File: src/rtl/core/life_pkg.sv
// Shared types and constants of the life automaton row stepper.
`timescale 1ns / 1ps
`default_nettype none
package life_pkg;

    localparam int ROW_BITS = 64;
    localparam int WIDTH_BITS = 7;
    localparam logic [WIDTH_BITS-1:0] WIDTH_RESET = 7'd64;
    localparam logic [3:0] BIRTH_COUNT = 4'd3;
    localparam logic [3:0] KEEP_COUNT = 4'd2;

    typedef struct packed {
        logic [ROW_BITS-1:0] row_cells;
        logic                first_row;
        logic                last_row;
    } t_in_item;

    typedef struct packed {
        logic [ROW_BITS-1:0] next_cells;
        logic                row_changed;
        logic                grid_end;
        logic                grid_changed;
    } t_out_item;

    typedef struct packed {
        logic [ROW_BITS-1:0] cells;
        logic                changed;
    } t_row_result;

endpackage
`default_nettype wire

File: src/rtl/core/life_rowcalc.sv
// Next generation of one row from three neighboring rows, all cells in parallel.
`timescale 1ns / 1ps
`default_nettype none
module life_rowcalc
    import life_pkg::*;
#(
    parameter int MAX_WIDTH = 64
) (
    input  wire logic [ROW_BITS-1:0]   i_up,
    input  wire logic [ROW_BITS-1:0]   i_mid,
    input  wire logic [ROW_BITS-1:0]   i_down,
    input  wire logic [WIDTH_BITS-1:0] i_width,
    output t_row_result                o_result
);

    logic [WIDTH_BITS-1:0] w_eff;
    logic [ROW_BITS-1:0]   next_bits;
    logic [ROW_BITS-1:0]   diff_bits;

    assign w_eff = (i_width > WIDTH_BITS'(MAX_WIDTH)) ? WIDTH_BITS'(MAX_WIDTH) : i_width;

    always_comb begin
        logic [3:0] n;
        logic       nxt;
        next_bits = '0;
        diff_bits = '0;
        for (int j = 1; j < ROW_BITS - 1; j++) begin
            n = 4'(i_up[j-1]) + 4'(i_up[j]) + 4'(i_up[j+1])
              + 4'(i_mid[j-1]) + 4'(i_mid[j+1])
              + 4'(i_down[j-1]) + 4'(i_down[j]) + 4'(i_down[j+1]);
            nxt = i_mid[j] ? ((n == KEEP_COUNT) || (n == BIRTH_COUNT)) : (n == BIRTH_COUNT);
            if (WIDTH_BITS'(j + 1) < w_eff) begin
                next_bits[j] = nxt;
                diff_bits[j] = nxt ^ i_mid[j];
            end
        end
    end

    assign o_result.cells   = next_bits;
    assign o_result.changed = |diff_bits;

endmodule
`default_nettype wire

File: src/rtl/core/life_automaton_row_step.sv
// Top level of the B3/S23 life automaton row stepper.
`timescale 1ns / 1ps
`default_nettype none
// Takes one grid row per cycle and returns the next generation of the row
// before it; a row is accepted each cycle while the four-entry result queue
// has room for two results. A last_row row not also first_row yields two
// results (middle row, dead bottom row); results leave one per cycle unless
// stalled; an R-row grid gives R results. Boundary rows and edge columns
// come out dead; cells at or beyond row_width are zero. Write row_width
// via the configuration channel only with no rows in flight; it is not enforced.
module life_automaton_row_step
    import life_pkg::*;
#(
    parameter int MAX_WIDTH = 64
) (
    input  wire logic                  i_clk,
    input  wire logic                  i_rst_n,
    input  wire logic                  i_cfg_valid,
    output logic                       o_cfg_ready,
    input  wire logic [WIDTH_BITS-1:0] i_cfg_data,
    input  wire logic                  i_in_valid,
    output logic                       o_in_stall,
    input  wire t_in_item              i_in_item,
    output logic                       o_out_valid,
    input  wire logic                  i_out_stall,
    output t_out_item                  o_out_item
);

    localparam int QDEPTH = 4;
    localparam int QPTR = $clog2(QDEPTH);

    logic [WIDTH_BITS-1:0] r_width;
    logic [ROW_BITS-1:0]   r_above, n_above;
    logic [ROW_BITS-1:0]   r_middle, n_middle;
    logic [1:0]            r_rows_seen, n_rows_seen;
    logic                  r_mid_is_top, n_mid_is_top;
    logic                  r_any, n_any;

    t_out_item             r_queue [QDEPTH];
    logic [QPTR-1:0]       r_wr_ptr, r_rd_ptr;
    logic [QPTR:0]         r_count;

    t_row_result           calc;
    t_out_item             item0, item1;
    logic [1:0]            push_n;
    logic                  accept, pop;

    life_rowcalc #(
        .MAX_WIDTH (MAX_WIDTH)
    ) u_rowcalc (
        .i_up     (r_above),
        .i_mid    (r_middle),
        .i_down   (i_in_item.row_cells),
        .i_width  (r_width),
        .o_result (calc)
    );

    assign o_cfg_ready = 1'b1;
    assign o_in_stall  = r_count > (QPTR+1)'(QDEPTH - 2);
    assign accept      = i_in_valid && !o_in_stall;
    assign o_out_valid = r_count != '0;
    assign o_out_item  = r_queue[r_rd_ptr];
    assign pop         = o_out_valid && !i_out_stall;

    always_comb begin
        logic ch;
        n_above      = r_above;
        n_middle     = r_middle;
        n_rows_seen  = r_rows_seen;
        n_mid_is_top = r_mid_is_top;
        n_any        = r_any;
        item0        = '0;
        item1        = '0;
        push_n       = 2'd0;
        ch           = calc.changed && !r_mid_is_top;
        if (accept) begin
            if (i_in_item.first_row) begin
                n_any   = 1'b0;
                n_above = '0;
                if (i_in_item.last_row) begin
                    item0.grid_end = 1'b1;
                    push_n         = 2'd1;
                    n_rows_seen    = 2'd0;
                    n_mid_is_top   = 1'b0;
                    n_middle       = '0;
                end else begin
                    n_middle     = i_in_item.row_cells;
                    n_rows_seen  = 2'd1;
                    n_mid_is_top = 1'b1;
                end
            end else if (r_rows_seen != 2'd0) begin
                n_any             = r_any | ch;
                item0.next_cells  = r_mid_is_top ? '0 : calc.cells;
                item0.row_changed = ch;
                if (i_in_item.last_row) begin
                    item1.grid_end     = 1'b1;
                    item1.grid_changed = n_any;
                    push_n             = 2'd2;
                    n_rows_seen        = 2'd0;
                    n_mid_is_top       = 1'b0;
                end else begin
                    push_n       = 2'd1;
                    n_above      = r_middle;
                    n_middle     = i_in_item.row_cells;
                    n_rows_seen  = 2'd2;
                    n_mid_is_top = 1'b0;
                end
            end
        end
    end

    always_ff @(posedge i_clk) begin
        if (!i_rst_n) begin
            r_width      <= WIDTH_RESET;
            r_above      <= '0;
            r_middle     <= '0;
            r_rows_seen  <= 2'd0;
            r_mid_is_top <= 1'b0;
            r_any        <= 1'b0;
            r_wr_ptr     <= '0;
            r_rd_ptr     <= '0;
            r_count      <= '0;
        end else begin
            if (i_cfg_valid && o_cfg_ready) begin
                r_width <= i_cfg_data;
            end
            r_above      <= n_above;
            r_middle     <= n_middle;
            r_rows_seen  <= n_rows_seen;
            r_mid_is_top <= n_mid_is_top;
            r_any        <= n_any;
            r_wr_ptr     <= r_wr_ptr + QPTR'(push_n);
            r_rd_ptr     <= r_rd_ptr + QPTR'(pop);
            r_count      <= r_count + (QPTR+1)'(push_n) - (QPTR+1)'(pop);
        end
    end

    always_ff @(posedge i_clk) begin
        if (push_n != 2'd0) begin
            r_queue[r_wr_ptr] <= item0;
        end
        if (push_n == 2'd2) begin
            r_queue[r_wr_ptr + QPTR'(1)] <= item1;
        end
    end

    a_queue_bound: assert property (@(posedge i_clk) disable iff (!i_rst_n)
        r_count <= (QPTR+1)'(QDEPTH))
        else $error("result queue overflow");

    a_top_only_one: assert property (@(posedge i_clk) disable iff (!i_rst_n)
        r_mid_is_top |-> r_rows_seen == 2'd1)
        else $error("top row flag without single held row");

    a_start_grid: assert property (@(posedge i_clk) disable iff (!i_rst_n)
        accept && i_in_item.first_row && !i_in_item.last_row
        |=> r_rows_seen == 2'd1 && r_mid_is_top && !r_any)
        else $error("new grid not started");

    a_end_row_dead: assert property (@(posedge i_clk) disable iff (!i_rst_n)
        o_out_valid && (o_out_item.grid_end || o_out_item.grid_changed)
        |-> o_out_item.grid_end && o_out_item.next_cells == '0
            && !o_out_item.row_changed)
        else $error("bad grid end transaction");

endmodule
`default_nettype wire
File: config.mk
export PLATFORM = sky130hd
export DESIGN_NAME = life_automaton_row_step
export DESIGN_NICKNAME = d
export VERILOG_FILES = /design/src/rtl/core/life_pkg.sv /design/src/rtl/core/life_rowcalc.sv /design/src/rtl/core/life_automaton_row_step.sv
export SDC_FILE = /design/constraint.sdc
export NUM_CORES = 1
export LEC_CHECK = 0
export BUFFER_PORTS_ARGS = -buffer_cell sky130_fd_sc_hd__buf_2
export CORE_MARGIN = 2
export CORE_UTILIZATION = 55
export CTS_CLUSTER_DIAMETER = 50
export DETAILED_ROUTE_END_ITERATION = 7
export PLACE_DENSITY = 0.75
export SYNTH_ARGS = -nofsm -noshare
export SYNTH_HDL_FRONTEND = slang
export SYNTH_SLANG_ARGS = --single-unit
File: constraint.sdc
create_clock -name i_clk -period 4.7 [get_ports i_clk]
set_input_delay 0.94 -clock i_clk [delete_from_list [all_inputs] [get_ports i_clk]]
set_output_delay 0.94 -clock i_clk [all_outputs]
set_load 0.005 [all_outputs]
**Word level (Yosys, flattened, before mapping)**

Memory sizes are Yosys's and may differ from the RTL's. A register that Yosys moved wholly into a read port is not among the register bits.
Index checks and enable logic that the tools add are counted.

- Bits in registers: 146
- Bits in latches: 0
- RAM bits: 264
- ROM bits: 0
- Input bits: 78
- Output and inout port bits: 70
- Memories: 1

- $add $sub $neg: 439
- Multiply operators: 0
- Div/mod/pow operators: 0
- $lt $le $gt $ge: 64
- Equality and inequality tests: 126
- Shift-type cells: 0
- Mux-type cells: 223
- Bitwise logic cells: 63
- Reduce and logical (&&, ||, !) cells: 75

Memories:

| name | depth | bits a word | rd ports | clocked after Yosys merged registers in | wr ports | RTL line | text |
|---|---|---|---|---|---|---|---|
| r_queue | 4 | 66 | 1 | 1 | 2 | life_automaton_row_step.sv:39 | `t_out_item r_queue [QDEPTH];` |

Operator list:

| kind | number |
|---|---|
| $add A4 B1 Y4 | 372 |
| $mux W64 | 9 |
| $eq A4 B2 Y1 const B | 124 |
| $lt A6 B7 Y1 const A | 32 |
| $mux W1 | 199 |
| $add A1 B1 Y2 | 62 |
| $lt A5 B7 Y1 const A | 16 |
| $mux W65 | 1 |
| $mux W63 | 1 |
| $logic_or A1 B1 Y1 | 62 |
| $reduce_or A62 Y1 | 1 |
| $xor A1 B1 Y1 | 62 |
| $lt A4 B7 Y1 const A | 8 |
| $lt A3 B7 Y1 const A | 4 |
| $mux W2 | 12 |
| $lt A2 B7 Y1 const A | 2 |
| $gt A7 B7 Y1 const B | 1 |
| $mux W7 | 1 |
| $reduce_bool A2 Y1 | 3 |
| $add A3 B2 Y3 | 1 |
| $gt A3 B2 Y1 const B | 1 |
| $logic_and A1 B1 Y1 | 3 |
| $logic_not A1 Y1 | 3 |
| $reduce_and A3 Y1 | 1 |
| other kinds (9) | 9 |

**Logic depth before layout (Yosys ltp)**

Gate-level depths: netlist of run 1.

- Word-level depth: 19
- Gate-level depth with buffers: 16
- Mapped depth without buffers: 16

**By module**

Synthesis of run 1 repeated with hierarchy kept, for this count alone.

- Cells, all modules: 3484
- Area total of the unflattened synthesis: 31056.0 um^2

By module, submodules not included:

| module | times used | cells an instance | area each (um^2) | sequential area each (um^2) |
|---|---|---|---|---|
| life_automaton_row_step | 1 | 1932 | 18288.8 | 8348.0 |
| life_rowcalc | 1 | 1552 | 12767.2 | 0.0 |

**Worst setup path before layout of run 1**

No wires, ideal clock.

- Path type: input -> register
- From: input port i_in_item[25] (netlist bit)
- To: memory r_queue[1][0] (netlist bit) (data pin)
- Setup time: 0.273 ns
- Data arrival time: 4.709 ns
- Required time: 4.427 ns
- Slack: -0.282 ns
- Cell stages on the path: 15
- Buffers on the path: 0
- Cell sequence: inv_1 > fa_1 > fa_1 > inv_1 > fa_1 > inv_1 > fa_1 > nor4b_1 > a21o_1 > mux2_2 > a2111oi_0 > and4b_1 > nand4_2 > o31ai_4 > a2111oi_1

RTL lines:

| element | RTL line | text |
|---|---|---|
| start: declaration | life_automaton_row_step.sv:23 | `input wire t_in_item i_in_item,` |
| end: declaration | life_automaton_row_step.sv:39 |  |

==> out/metrics.yaml, run 1 <==
status:
  outcome: "complete, but fails checks"
  failed_checks: "setup timing"
placed_design:
  place.detailed.hpwl_mm: 62.93
  place.gp.congestion: 1.001
  placement.io_buffers: 144
  dp.cells: 3949
routing:
  drt_pass1_iterations: 6
  finalWirelength_mm: 85.66
  final_antenna_net_count: 0
  drc_errors: 0
  via_per_inst: 5.999
  route.vias.total: 24360
  initial_drc_count: 2276
  detail_route.wl_per_cell_um: 21.09
power_and_ir_drop:
  cellLeakagePower_nw: 15.01
  vdd.ir_drop.worst_mv: 0.3468
  fin_total_pwr_mw: 10.74
  power.density_nw_per_um2: 316.3
global_routing:
  gr-total-overflow: 0
  met2_usage_pct: 52.12
  first_global_vias: 25290
  maximum_number_of_pins_on_one_net_before_global_route_repair: 118
  globalRoute.busiestLayer: "met2"
  grt_pass1_wl_mm: 135.3
  global_route.usage.met3_pct: 6.484
  grt_antenna_before_repair: 8
  grt_util_all_layers_pct: 32.12
  grt_util_met1_pct: 41.23
critical_path:
  ff2ff_setup_slack_ns: -0.19
  critical_path_peak_fanout: 4
  critical_path_buf_inv_count: 4
  timing.critical_path.max_delay_family: "adder cells"
  cp_num_cells: 17
  r2r_cells: 17
  critPathSlowestCell: "fa_1"
  worst_ep_arrival_time_ns: 5.25
  slowest_delay_ns: 0.50
  crit-reg2reg-capture: "r_queue[1][0]$_DFFE_PP_"
  rr_startpoint: "r_above[48]$_SDFFE_PN0P_"
  path_cells: "buf_4, ha_4, inv_2, fa_1, fa_1, inv_1, fa_2, inv_2, fa_1, nor4b_2, a22o_1, mux2i_2, o221ai_2, nor4b_4, o2111ai_4, o31ai_4, a2111oi_4"
  endpoint: "r_queue[1][0]$_DFFE_PP_"
  cpMostUsedCell: "fa_1"
  critPathCaptureType: "register"
  worst_setup_path_startpoint: "r_above[48]$_SDFFE_PN0P_"
  worstSetupStartpointType: "register"
  worst-setup-path-type: "register to register"
  required_ns: 5.06
logic_synthesis:
  synth-seq-area-share_pct: 28.78
  synth_async_sr_flop_share_pct: 0
  dominant_cells_by_area_after_synthesis: "dfxtp_1 (28%), fa_1 (18%), ha_1 (8.4%), inv_1 (6.8%), mux4_2 (5.1%)"
  yosys.area.top_type_share_pct: 27.93
  syn_area_um2: 28450
  synthMostInstantiatedCell: "inv_1"
  yosys.area.top_type: "dfxtp_1"
  ys_types: 79
  synth-warning-count: 0
  syn_avg_cell_area_um2: 9.462
  syn_inst: 3007
  leading_cell_types_by_count_after_synthesis: "inv_1 (517), dfxtp_1 (397), nand2_1 (263)"
  ys_ff_latch: 405
  synth-edff-count: 8
  dominantRegCellSynth: "dfxtp_1"
cells_and_area:
  count_of_filler_cells_inserted_in_the_layout: 3796
  instances_no_fill: 4061
  layout.nets: 3851
  layout-drive-gt1-share_pct: 21.37
  area_growth_syn_to_layout_pct: 19.30
cts:
  clkTransAtPathRegs_ns: 0.06
  root_buffer: "clkbuf_16"
  clkSinkCount: 405
  htreeDepth: 2
  worstSkewPairLatency_ns: 0.63
  cts_buffers: 51
  tritoncts: "built"
  cts_max_path_buffers: 3
floorplan:
  die_area_um2: 53570
  initial_utilization_pct: 55.58
  die_x_um: 231.5
  placement_rows: 83
  core_um2: 51200
  num_io_pins: 148
  floorplan.die.height_um: 231.5
timing:
  rsz_0062_raised_after_global_routing: "yes"
  worst_pin_slew_ns: 1.213
  finalCriticalPeriod_ns: 4.887
  final.setup.worst_slack_ns: -0.1869
  finalHoldViolCount: 0
  clock_skew_ns: 0.05048
  final_min_period_over_clock_period_pct: 104.0
  clock.fmax_mhz: 204.6
  setup_viol: 9
  slew_headroom_pct: 19.13
  drv_slew: 0
min_path:
  hold_class: "register to register"
job:
  cap_violations: 0
## how the worst min path moves through the flow
| stage | to | from | slack (ns) | cells after the start |
|---|---|---|---|---|
| floorplan | r_queue[1][25]$_SDFFE_PP0P_ | r_queue[1][25]$_SDFFE_PP0P_ | 0.42 | 2 |
| global placement | r_queue[1][4]$_SDFFE_PP0P_ | r_queue[1][4]$_SDFFE_PP0P_ | 0.43 | 2 |
| detailed placement | r_queue[1][43]$_SDFFE_PP0P_ | r_queue[1][43]$_SDFFE_PP0P_ | 0.44 | 2 |
| CTS | r_queue[1][2]$_SDFFE_PP0P_ | r_queue[1][2]$_SDFFE_PP0P_ | 0.45 | 2 |
| global route | r_queue[2][16]$_SDFFE_PP0P_ | r_queue[2][16]$_SDFFE_PP0P_ | 0.46 | 2 |
| finish | r_queue[1][2]$_SDFFE_PP0P_ | r_queue[1][2]$_SDFFE_PP0P_ | 0.45 | 2 |
## registers in the layout (all words and copies together), names as in the netlist
register,count
r_above,64
r_any,1
r_count,3
r_middle,64
r_queue,260
r_rd_ptr,2
r_rows_seen,2
r_width,7
r_wr_ptr,2
## layout make-up
type	instances	area (um^2)	share of cell area (%)
Clock inverter	33	406.6	1.198
Tap cell	680	850.8	2.507
Multi-Input combinational cell	1937	18280	53.85
Clock buffer	61	1385	4.081
Inverter	517	1941	5.717
Timing Repair Buffer	421	2848	8.390
Sequential cell	405	8215	24.20
Antenna cell	7	17.52	0.05161
## cells in the final DEF (no fill, tap or decap), types with 86 or more instances in the layout
master / Yosys / routed
nand2_1: 263 / 261
a22o_1: 86 / 86
dfxtp_1: 397 / 381
o21ai_0: 169 / 168
buf_2: 14 / 143
inv_1: 517 / 497
ha_1: 191 / 189
buf_4: 4 / 273
fa_1: 249 / 241
a22oi_1: 145 / 142
nor2b_1: 173 / 172
## power breakdown
group	internal (mW)	switching (mW)	total (mW)	leakage (nW)
Combinational	1.32	1.62	2.94	10.9
Clock	2.41	1.68	4.10	0.864
Sequential	3.50	0.199	3.70	3.28
## layer usage
metal | share of wire, % | routed length [um] | vias to the layer above
met4 | 5.1 | 4335 | 2
met1 | 39 | 33520 | 12040
li1 | - | - | 10890
met5 | 0.0082 | 7 | -
met2 | 47 | 40170 | 1153
met3 | 8.9 | 7619 | 270
## cells by family after synthesis
logic type,synth area share (%)
AOI/OAI and AO/OA,13.92
xor gates and xnor gates,0.1539
adders and majority gates,25.92
buffers and inverters,9.006
DFF,28.78
muxes,7.770
other,0.02639
and+or+nand+nor,14.43
## worst register-to-register path: stages, from the launching register on
cell       delay [ns]
dfxtp_2          0.32
buf_4            0.14
ha_4             0.25
inv_2            0.03
fa_1             0.47
fa_1             0.50
inv_1            0.05
fa_2             0.34
inv_2            0.08
fa_1             0.42
nor4b_2          0.26
a22o_1           0.26
mux2i_2          0.29
o221ai_2         0.16
nor4b_4          0.33
o2111ai_4        0.18
o31ai_4          0.42
a2111oi_4        0.13
## stage by stage
step           hold WS, ns  setup WS (ns)  instance area [um^2]  setup TNS, ns  utilization, %
3_5_place_dp        0.4388        -0.6899                 31690         -7.019           61.89
6_report            0.4464        -0.1869                 33940         -1.154           66.30
5_1_grt             0.4630        -0.2731                 33940         -2.017           66.29
4_1_cts             0.4489       -0.02632                 33700       -0.06519           65.83
3_3_place_gp        0.4276        -0.6225                 31690         -5.363           61.89
2_1_floorplan       0.4198       -0.02404                 28640       -0.02404               -
## timing repair
action | CTS | global route
setup endpoints to repair | 9 | 9
hold buffers | 0 | 0
setup buffers | 6 | 5
resized for setup | 44 | 40
pin swaps | 30 | 30
No activity file was read; power rests on OpenSTA's default activity.
==> inputs of run 2 (changes only) <==
Settings changed: PLACE_DENSITY 0.75 to 0.76.
==> run 2 against run 1 <==
Net effect: the flow finishes with violations (DRC, setup timing); total power rose by 2.5%; hold slack improved by 0.0053 ns; critical path depth rose by 1; combinational power fell by 4%; first-iteration DRC count fell by 1.2%; register-to-register slack improved by 0.05 ns; clock skew fell by 0.028 ns; clock power rose by 8.5%; worst setup slack improved by 0.045 ns; largest cell class unchanged; sequential share of layout area barely moved; utilization barely moved; wire length barely moved.
==> out/metrics.yaml, run 2 (same netlist as run 1, synthesis figures left out) <==
status:
  outcome: "complete, but fails checks"
  failed_checks: "DRC, setup timing"
timing:
  final.setup.worst_slack_ns: -0.1418  # +0.04506 ns
  finalHoldViolCount: 0  # unchanged
  final_min_period_over_clock_period_pct: 103.0  # -0.96 points
  setup_viol: 8  # -1
  finalCriticalPeriod_ns: 4.842  # -0.04507 ns
  timing.setup.tns_ns: -0.7141  # +0.4401 ns
  slew_headroom_pct: 17.34  # -1.8 points
  drv_slew: 0  # unchanged
  clock_skew_ns: 0.02256  # -0.02792 ns
  clock.fmax_mhz: 206.5  # +0.93%
  worst_pin_slew_ns: 1.240  # +0.02690 ns
  rsz_0062_raised_after_global_routing: "yes"
critical_path:
  worstSetupStartpointType: "register"
  worst_ep_arrival_time_ns: 5.20  # -0.05 ns
  worst-setup-path-type: "register to register"
  required_ns: 5.05  # about the same
  slowest_delay_ns: 0.49  # about the same
  critPathCaptureType: "register"
  timing.critical_path.max_delay_family: "adder cells"
  ff2ff_setup_slack_ns: -0.14  # +0.05 ns
  rr_startpoint: "r_above[38]$_SDFFE_PN0P_"
  path_cells: "buf_4, ha_1, inv_1, fa_1, fa_1, inv_1, fa_1, inv_1, fa_1, nor3b_1, a31oi_1, mux2i_1, o22ai_1, a2111oi_2, buf_4, nand4_4, o31ai_4, a2111oi_4"
  r2r_cells: 18  # +1
  cp_num_cells: 18  # +1
  critical_path_peak_fanout: 4  # unchanged
  critical_path_buf_inv_count: 5  # +1
  worst_setup_path_startpoint: "r_above[38]$_SDFFE_PN0P_"
  cpMostUsedCell: "fa_1"
  crit-reg2reg-capture: "r_queue[1][0]$_DFFE_PP_"
  critPathSlowestCell: "fa_1"
power_and_ir_drop:
  intPower_mw: 7.448  # +2.9%
  power.density_nw_per_um2: 324.1  # +2.5%
  comb_power_share_pct: 25.7  # -1.7 points
  power.sequential.fraction_pct: 33.9  # -0.6 points
  total_switching_power_mw: 3.562  # +1.8%
  cellLeakagePower_nw: 15.06  # +0.32%
  sw_frac_of_total_pct: 32.35  # -0.25 points
  clock_power_share_pct: 40.4  # +2.2 points
  vdd.ir_drop.worst_mv: 0.3093  # -11%
cts:
  worstSkewPairLatency_ns: 0.62  # about the same
  htreeDepth: 2  # unchanged
  root_buffer: "clkbuf_16"
  tritoncts: "built"
  cts_buffers: 54  # +5.9%
  clkSinkCount: 405  # unchanged
  clkTransAtPathRegs_ns: 0.07  # about the same
  cts_max_path_buffers: 3  # unchanged
routing:
  finalWirelength_mm: 85.63  # about the same
  via_per_inst: 6.051  # +0.86%
  initial_drc_count: 2249  # -1.2%
  drt_pass1_iterations: 8  # +2
  route.vias.total: 24540  # +0.73%
  drc_errors: 1  # +1
  detail_route.wl_per_cell_um: 21.11  # about the same
  final_antenna_net_count: 0  # unchanged
global_routing:
  grt_pass1_wl_mm: 135.1  # -0.13%
  grt_util_all_layers_pct: 32.01  # -0.11 points
  gr-total-overflow: 0  # unchanged
  first_global_vias: 25590  # +1.2%
  maximum_number_of_pins_on_one_net_before_global_route_repair: 117  # -0.85%
  grt_antenna_before_repair: 5  # -3
job:
  cap_violations: 0  # unchanged
floorplan:
  num_io_pins: 148  # unchanged
  core_um2: 51200  # unchanged
  die_area_um2: 53570  # unchanged
  die_x_um: 231.5  # unchanged
  placement_rows: 83  # unchanged
  floorplan.die.height_um: 231.5  # unchanged
  initial_utilization_pct: 55.58  # unchanged
min_path:
  whs_path_depth: 2  # unchanged
  hold_class: "register to register"
  worstHoldStart: "r_queue[3][2]$_SDFFE_PP0P_"
  min_delay_worst_endpoint: "r_queue[3][2]$_SDFFE_PP0P_"
cells_and_area:
  layout_commonest_cell: "inv_1"
  max_flop_register: "r_queue"
  biggestRegsByFlops: "r_queue: 260 flops, r_above: 64 flops, r_middle: 64 flops"
  most-common-layout-cells: "inv_1 (494), dfxtp_1 (387), buf_4 (266)"
  largest_register_ff_count: 260  # unchanged
  count_of_filler_cells_inserted_in_the_layout: 3850  # +1.4%
  sequential_cell_area_um2: 8208  # about the same
  multiInputGateArea_um2: 18230  # -0.30%
  layout.nets: 3845  # -0.16%
  area_growth_syn_to_layout_pct: 19.38  # about the same
  layout-drive-gt1-share_pct: 21.26  # -0.11 points
  instances_no_fill: 4056  # -0.12%
placed_design:
  placement.io_buffers: 144  # unchanged
  place.detailed.hpwl_mm: 63.05  # +0.19%
  place.gp.congestion: 0.9828  # -1.8%
  dp.cells: 3944  # -0.13%
-- run 2: cell count changes in the layout (fill, tap and decap cells not counted), sizes merged --
| cell | change |
|---|---|
| buf | -9 |
| bufinv | +1 |
| clkbuf | +6 |
| clkinv | -2 |
| clkinvlp | -3 |
| diode | -4 |
| inv | +6 |
-- run 2: metrics by stage --
step                setup WS, ns  instance area [um^2]  utilization (%)  hold WS, ns  total power, mW
finish                   -0.1418                 33970            66.35       0.4517            11.01
global route             -0.2858                 33970            66.35       0.4698            11.46
CTS                      -0.1512                 33750            65.92       0.4527            10.94
detailed placement       -0.6736                 31640            61.79       0.4374            6.477
global placement         -0.5766                 31640            61.79       0.4276            6.342
floorplan               -0.02404                 28640                -       0.4198            5.517
-- run 2: power groups by stage --
stage	combinational, mW	sequential [mW]	clock, mW
2_1_floorplan	1.90	3.62	0
3_3_place_gp	2.54	3.80	0
3_5_place_dp	2.67	3.80	0
4_1_cts	2.73	3.73	4.47
5_1_grt	3.09	3.75	4.62
6_report	2.83	3.73	4.45
-- run 2: worst max-delay path by stage --
| stage | end | slack [ns] |
|---|---|---|
| 6_report | r_queue[1][0]$_DFFE_PP_ | -0.14 |
| 5_1_grt | r_queue[1][0]$_DFFE_PP_ | -0.29 |
| 4_1_cts | r_queue[1][0]$_DFFE_PP_ | -0.15 |
| 3_5_place_dp | r_queue[1][0]$_DFFE_PP_ | -0.67 |
| 3_3_place_gp | r_any$_SDFFE_PN0P_ | -0.58 |
| 2_1_floorplan | r_queue[1][0]$_DFFE_PP_ | -0.02 |
-- run 2: layout make-up --
type / count / share of cell area (%)
Tap cell: 680 / 2.505
Sequential cell: 405 / 24.16
Timing Repair Buffer: 412 / 8.137
Antenna cell: 3 / 0.02210
Inverter: 517 / 5.713
Clock inverter: 35 / 1.385
Clock buffer: 67 / 4.420
Multi-Input combinational cell: 1937 / 53.65
-- run 2: repair_timing --
action,in CTS,in global routing
setup buffers,3,5
hold buffers,0,0
setup endpoints to repair,9,9
pin swaps,21,17
gates resized for setup,29,45
-- run 2: worst register-to-register path, delay by kind of cell, from the launching register on --
family	cells	cell delay, ns
AO/OA/AOI/OAI	5	1.09
adder cells (fa/ha/maj)	5	2.01
buffers and inverters	5	0.53
flip-flops	1	0.33
multiplexers	1	0.31
AND/OR/NAND/NOR	2	0.32
-- run 2: routing by layer --
metal  vias to the layer above  share of wire, %  GRT usage, %
met5                         -                 0             0
met4                         0               4.9         16.11
met3                       283               8.6         5.007
met2                      1179                48         52.69
met1                     12210                39         40.98
li1                      10870                 -             -
